==> config.mk <==
export PLATFORM = sky130hd
export DESIGN_NAME = imh_front
export DESIGN_NICKNAME = d
export VERILOG_FILES = /design/src/hdl/assert_macros.svh /design/src/hdl/imh_pkg.sv /design/src/hdl/imh_front.sv
export SDC_FILE = /design/constraint.sdc
export NUM_CORES = 1
export LEC_CHECK = 0
export BUFFER_PORTS_ARGS = -buffer_cell sky130_fd_sc_hd__buf_2
export CAP_MARGIN = 40
export CORE_MARGIN = 4
export CORE_UTILIZATION = 40
export DETAILED_ROUTE_END_ITERATION = 10
export PLACE_DENSITY_LB_ADDON = 0.3
export SLEW_MARGIN = 20
export SYNTH_ARGS = -nofsm -noshare
export SYNTH_HDL_FRONTEND = slang
export SYNTH_SLANG_ARGS = --single-unit
export TNS_END_PERCENT = 30
==> constraint.sdc <==
create_clock -name clk -period 3 [get_ports clk]
set_input_delay 0.75 -clock clk [delete_from_list [all_inputs] [get_ports clk]]
set_output_delay 0.75 -clock clk [all_outputs]
set_load 0.01 [all_outputs]
==> src/hdl/assert_macros.svh <==
// Assertion helpers for the heap design
`ifndef ASSERT_MACROS_SVH
`define ASSERT_MACROS_SVH

// Immediate implication checked every clock outside reset
`define ASSERT_IMPL(label, clk, rst_n, ante, cons, msg) \
  label: assert property (@(posedge clk) disable iff (!rst_n) (ante) |-> (cons)) \
    else $error(msg);

// Next-cycle implication checked every clock outside reset
`define ASSERT_NEXT(label, clk, rst_n, ante, cons, msg) \
  label: assert property (@(posedge clk) disable iff (!rst_n) (ante) |=> (cons)) \
    else $error(msg);

`endif

==> src/hdl/imh_pkg.sv <==
// ----------------------------------------------------------------------------
// imh_pkg
// Types and constants shared by the indexed min-heap modules.
// ----------------------------------------------------------------------------
package imh_pkg;

  localparam int unsigned WEIGHT_W  = 32;
  localparam int unsigned KEY_W     = 8;
  localparam int unsigned COUNT_W   = 9;
  localparam int unsigned KEY_COUNT = 256;

  typedef enum logic {
    ACT_PUSH = 1'b0,
    ACT_POP  = 1'b1
  } action_t;

  typedef struct packed {
    logic               action;
    logic signed [31:0] weight;
    logic [7:0]         key_id;
  } in_req_t;

  typedef struct packed {
    logic signed [31:0] top_weight;
    logic [7:0]         top_key;
    logic [8:0]         entry_count;
    logic               is_empty;
    logic               pop_error;
  } out_req_t;

  typedef enum logic [3:0] {
    ST_IDLE,
    ST_POS_RD,
    ST_POS_WAIT,
    ST_CLASSIFY,
    ST_POP_RD,
    ST_POP_WAIT,
    ST_UP_RD,
    ST_UP_CMP,
    ST_DN_RD,
    ST_DN_CMP,
    ST_PLACE,
    ST_ROOT_RD,
    ST_ROOT_WAIT,
    ST_DONE
  } exec_state_t;

endpackage

==> src/hdl/imh_front.sv <==
// ----------------------------------------------------------------------------
// imh_front
// Input stage: takes requests and holds them in a two-entry queue for the
// heap engine.
// ----------------------------------------------------------------------------
module imh_front (
  input  logic              clk,
  input  logic              rst_n,
  input  logic              in_valid,
  output logic              in_stall,
  input  imh_pkg::in_req_t  in_data,
  output logic              q_valid,
  output imh_pkg::in_req_t  q_data,
  input  logic              q_take
);

  imh_pkg::in_req_t slot_r [2];
  logic             rd_ptr_r, rd_ptr_nxt;
  logic             wr_ptr_r, wr_ptr_nxt;
  logic [1:0]       cnt_r, cnt_nxt;
  logic             push, pop;

  assign in_stall = (cnt_r == 2'd2);
  assign push     = in_valid && !in_stall;
  assign q_valid  = (cnt_r != 2'd0);
  assign pop      = q_valid && q_take;
  assign q_data   = slot_r[rd_ptr_r];

  always_comb begin
    rd_ptr_nxt = rd_ptr_r ^ pop;
    wr_ptr_nxt = wr_ptr_r ^ push;
    cnt_nxt    = cnt_r + {1'b0, push} - {1'b0, pop};
  end

  always_ff @(posedge clk) begin
    if (!rst_n) begin
      rd_ptr_r <= 1'b0;
      wr_ptr_r <= 1'b0;
      cnt_r    <= 2'd0;
    end else begin
      rd_ptr_r <= rd_ptr_nxt;
      wr_ptr_r <= wr_ptr_nxt;
      cnt_r    <= cnt_nxt;
    end
  end

  always_ff @(posedge clk) begin
    if (push) begin
      slot_r[wr_ptr_r] <= in_data;
    end
  end

endmodule

==> flow_metrics.py, run 1 <==
metrics = {
    "global_route": {
        "grt_pass1_vias": 1636,
        "groute.usage.overall_pct": 10.7,
        "overflow": 0,
        "antenna_found_initial": 1,
        "grt_pass1_wl_um": 8060,
        "grt_max_degree": 26,
    },
    "timing": {
        "finalClockSkew_ps": 7.61,
        "final.setup.tns_ps": 0,
        "relSlewSlack_pct": 67.2,
        "fin_worst_hold_slack_ps": 486,
        "grt_setup_unrepaired": "false",
        "setup_viol": 0,
        "slew_viol_final": 0,
        "hold_violations": 0,
        "post-route-min-period_ps": 2330,
        "tightest_slew_ps": 492,
        "max_freq_mhz": 430,
        "period_share_pct": 77.5,
    },
    "placed_design": {
        "hpwl_um": 3860,
        "place_area_mm2": 0.00396,
        "place_congestion": 0.651,
        "io_buffers": 87,
        "place_inst": 346,
    },
    "clock_tree": {
        "postCtsSetupBuffers": 0,
        "cts_buffer_depth": 2,
        "ctsHoldBuffers": 0,
        "clkSinkCount": 87,
        "cts_tree": "built",
        "numCtsBuffers": 9,
        "worstSkewPairLatency_ps": 330,
        "cts_root_buf": "clkbuf_8",
        "cts-resized-gates": 0,
        "cts.reportedPaths.clkPinSlew_ps": 70,
        "cts_max_level": 3,
    },
    "pwr": {
        "peakVddDrop_mv": 0.530,
        "powerDensity_mw_per_mm2": 797,
        "p_leak_nw": 1.66,
    },
    "critical_path": {
        "reg2reg_depth": 4,
        "critPathTopFamily": "buffers and inverters",
        "critical_path.max_fanout": 25,
        "cp-start-kind": "flip-flop",
        "cp-end-kind": "output pin",
        "rr_startpoint": "cnt_r[1]",
        "worst_path_largest_cell_delay_ps": 390,
        "cp_cell_sequence": "buf_4, mux2_2, buf_2",
        "cp_num_buf_inv": 2,
        "rrSetupSlack_ps": 1190,
        "rr_endpoint": "slot_r[0][40]",
        "critPathKind": "reg2out",
        "critPathArrivalTime_ps": 1580,
        "cp_slowest_cell": "buf_4",
        "cp.required_ps": 2250,
    },
    "hold_path": {
        "hold_start": "rd_ptr_r",
        "whs_path_depth": 2,
        "hold_class": "reg2reg",
    },
    "detailed_routing": {
        "vias": 1614,
        "dr.first_iter.drc_count": 46,
        "drc": 0,
        "wirelength_um": 5260,
        "ant_nets": 0,
        "avgViaCountPerCell": 4.46,
        "first_pass_iters": 3,
        "wire_per_inst_um": 14.5,
    },
    "finish": {
        "syn_to_final_growth_pct": 21.4,
        "antenna_cells": 0,
        "stdcell_area_mm2": 0.00417,
        "final_cells": 362,
        "post-route-util_pct": 50.2,
        "drive_gt1_share_pct": 58.8,
        "final_nets": 301,
    },
    "synth": {
        "synth_area_mm2": 0.00343,
        "synth-seq-cells": 87,
        "ys_warn_count": 0,
        "synth.distinct_cells": 18,
        "yosysSeqAreaShare_pct": 74.7,
        "syn-num-nets": 202,
        "syn_inst": 153,
        "synth_area_per_cell_um2": 22.4,
    },
    "outcome": {
        "status": "finished, final reports clean",
    },
    "floorplan": {
        "core_area_mm2": 0.00830,
        "die_w_um": 101,
        "io_pins": 88,
        "placementRows": 33,
        "dieArea_mm2": 0.0101,
        "chipHeight_um": 101,
        "start_util_pct": 41.4,
    },
    "run": {
        "cap_violations": 0,
    },
}
-- cell type report --
type | count | area (um^2)
Fill cell | 706 | 4130
Sequential cell | 87 | 2560
Multi-Input combinational cell | 58 | 772
Timing Repair Buffer | 93 | 480
Clock buffer | 12 | 135
Tap cell | 105 | 131
Clock inverter | 4 | 71.3
Inverter | 3 | 11.3
-- worst reg2reg max path: stages (launching register included) --
cell	delay, ps
dfxtp_1	340
or2b_1	180
and2_1	160
ha_2	500
buf_4	320
-- cell families (layout without fill, tap and decap cells) --
group	count (synthesis)	count (layout)	synth area share (%)
xor gates and xnor gates	1	1	0.656
adders and majority gates	4	4	1.46
and+or+nand+nor	9	9	1.60
AOI/OAI and AO/OA	1	1	0.219
DFF	87	87	74.7
buffers and inverters	8	112	2.99
muxes	43	43	18.4
-- through the flow --
step | setup slack, ps | power [mW]
floorplan | 679 | 2.30
global placement | 865 | 2.54
detailed placement | 846 | 2.55
CTS | 628 | 3.37
global route | 586 | 3.51
finish | 674 | 3.32
-- registers in the layout, indices dropped and copies added, names as in the netlist, named ones only --
name      count
slot_r       82
cnt_r         2
rd_ptr_r      1
wr_ptr_r      1
-- cells in the final DEF, fill, tap and decap left out --
cell type and count:
buf_2 87, nand2b_1 1, or2b_1 1, o21a_1 1, ha_1 2, nor2b_1 1, clkinvlp_4 1, mux2_4 40
edfxtp_1 82, mux2_2 1, ha_2 2, mux2i_1 2, or2_2 1, clkbuf_8 9, dfxtp_1 4, nor2b_2 1
buf_4 6, dfxtp_2 1, bufinv_16 2, nand2_1 2, xnor3_1 1, and2_1 2, inv_1 3, clkbuf_1 3
clkinv_1 1
-- how the worst max path moves through the flow --
stage	startpoint	end	slack, ps	depth (start not counted)
floorplan	in_valid	slot_r[1][0]	680	2
global placement	in_valid	slot_r[0][0]	870	4
detailed placement	in_valid	slot_r[0][0]	850	4
CTS	flip-flop	q_data[38]	630	3
global route	flip-flop	q_data[38]	590	3
finish	flip-flop	q_data[38]	670	3
-- synth_stat cells, drive strengths merged --
cell / n / area, um^2
edfxtp: 82 / 2460
mux2: 41 / 612
buf: 5 / 91.3
dfxtp: 5 / 100
ha: 4 / 50.1
inv: 3 / 11.3
and2: 2 / 12.5
mux2i: 2 / 20.0
nand2: 2 / 7.51
nor2b: 2 / 15.0
nand2b: 1 / 6.26
o21a: 1 / 7.51
or2: 1 / 6.26
or2b: 1 / 7.51
xnor3: 1 / 22.5
-- report_power, final --
group          internal, mW  switching [mW]
Clock                 0.467           0.355
Sequential             1.54          0.0476
Combinational         0.479           0.428
Total                  2.49           0.831
-- metal layers --
metal | GRT usage (%) | wire length, um | part of all wire [%]
met1 | 11.8 | 2000 | 38
met4 | 4.35 | 85 | 1.6
met5 | 0 | 20 | 0.38
met3 | 4.01 | 377 | 7.2
met2 | 18.6 | 2780 | 53
(Power assumes the default switching activity.)
==> run 2, diff against run 1 <==
- clock period: 3 -> 1.9 ns (I/O delays scaled with it)
==> run 2 against run 1 <==
Net effect: first-iteration DRC count is 26% lower; die area unchanged; cell area rose by 6.3%; largest power group unchanged.
==> flow_metrics.py, run 2 (synthesis gave the netlist of run 1 again) <==
metrics = {
    "placed_design": {
        "hpwl_um": 3830,
        "place_inst": 346,
        "place_area_mm2": 0.00402,
        "io_buffers": 87,
        "place_congestion": 0.708,
    },
    "global_route": {
        "grt_max_degree": 19,
        "groute.usage.overall_pct": 11.5,
        "grt_pass1_wl_um": 8500,
        "grt_pass1_vias": 1732,
        "antenna_found_initial": 1,
        "overflow": 0,
    },
    "clock_tree": {
        "worstSkewPairLatency_ps": 340,
        "postCtsSetupBuffers": 0,
        "cts_max_level": 3,
        "clkSinkCount": 87,
        "cts_buffer_depth": 2,
        "numCtsBuffers": 9,
        "cts_tree": "built",
        "cts_root_buf": "clkbuf_8",
        "cts.reportedPaths.clkPinSlew_ps": 80,
    },
    "finish": {
        "syn_to_final_growth_pct": 29.1,
        "antenna_cells": 0,
        "fillers": 671,
        "top_regs": "slot_r x82, cnt_r x2",
        "stdcell_area_mm2": 0.00443,
        "most-common-layout-cells": "edfxtp_1 (82), buf_2 (57), mux2_4 (41)",
        "regArea_mm2": 0.00257,
        "multi_input_area_um2": 776,
        "final_cells": 362,
        "post-route-util_pct": 53.4,
        "layout.cells.most_common": "edfxtp_1",
        "regMostFlops": "slot_r",
        "drive_gt1_share_pct": 59.5,
        "final_nets": 302,
        "largest_reg_flops": 82,
    },
    "critical_path": {
        "critical_path.max_fanout": 15,
        "worst_path_largest_cell_delay_ps": 420,
        "cp_num_buf_inv": 2,
        "cp_cell_sequence": "buf_12, mux2_4, buf_6",
        "cp.required_ps": 1420,
        "critPathKind": "reg2out",
        "cp_slowest_cell": "dfxtp_4",
        "cp-start-kind": "flip-flop",
        "cp-end-kind": "output pin",
        "critPathTopFamily": "flip-flops",
        "critPathArrivalTime_ps": 1410,
    },
    "timing": {
        "setup_viol": 0,
        "post-route-min-period_ps": 1880,
        "slew_viol_final": 0,
        "grt_setup_unrepaired": "true",
        "final.setup.tns_ps": 0,
        "relSlewSlack_pct": 84.0,
        "finalClockSkew_ps": 9.20,
        "hold_violations": 0,
        "tightest_slew_ps": 240,
        "max_freq_mhz": 532,
        "period_share_pct": 99.0,
    },
    "run": {
        "cap_violations": 0,
    },
    "floorplan": {
        "placementRows": 33,
        "core_area_mm2": 0.00830,
        "chipHeight_um": 101,
        "die_w_um": 101,
        "start_util_pct": 41.4,
        "io_pins": 88,
        "dieArea_mm2": 0.0101,
    },
    "detailed_routing": {
        "wire_per_inst_um": 15.4,
        "dr.first_iter.drc_count": 34,
        "first_pass_iters": 4,
        "vias": 1644,
        "wirelength_um": 5560,
        "drc": 0,
        "ant_nets": 0,
        "avgViaCountPerCell": 4.54,
    },
    "hold_path": {
        "hold_class": "in2reg",
    },
    "pwr": {
        "finalPower_mw": 5.51,
        "peakVddDrop_mv": 0.722,
        "powerDensity_mw_per_mm2": 1240,
        "p_leak_nw": 1.75,
    },
    "outcome": {
        "status": "finished, final reports clean",
    },
}
==> run 2: final timing paths <==
kind,startpoint,end,slack [ps],cells after the start
min,in_data[31],slot_r[0][31],320,1
max,flip-flop,q_data[23],20,3
min reg2reg,rd_ptr_r,flip-flop,510,2
max reg2reg,cnt_r[0],slot_r[1][3],380,4
==> run 2: cell type report <==
cell class,count,area share (%)
Tap cell,105,2.97
Clock buffer,11,2.97
Timing Repair Buffer,94,17.3
Clock inverter,4,1.07
Inverter,3,0.254
Multi-Input combinational cell,58,17.5
Sequential cell,87,57.9
==> run 2: what timing repair did <==
item | 4_1_cts | 5_1_grt
gates cloned | 1 | 0
gates resized for setup | 19 | 16
endpoints found under the setup margin | 37 | 41
hold buffers | 0 | 0
==> run 2: layer usage <==
layer,track usage (%),routed length (um)
met1,13.5,2170
met5,0,12
met3,3.88,342
met4,5.60,67
met2,18.8,2970
==> run 2: through the flow <==
stage,hold WS [ps],worst slack (ps)
2_1_floorplan,452,-159
3_3_place_gp,485,323
3_5_place_dp,499,293
4_1_cts,294,-12.6
5_1_grt,289,-48.2
6_report,320,18.7
==> run 2: report_power, final <==
| part | switching (mW) | internal, mW |
|---|---|---|
| clock network | 0.582 | 0.597 |
| logic | 0.738 | 1.07 |
| registers | 0.0963 | 2.43 |
| total | 1.42 | 4.10 |
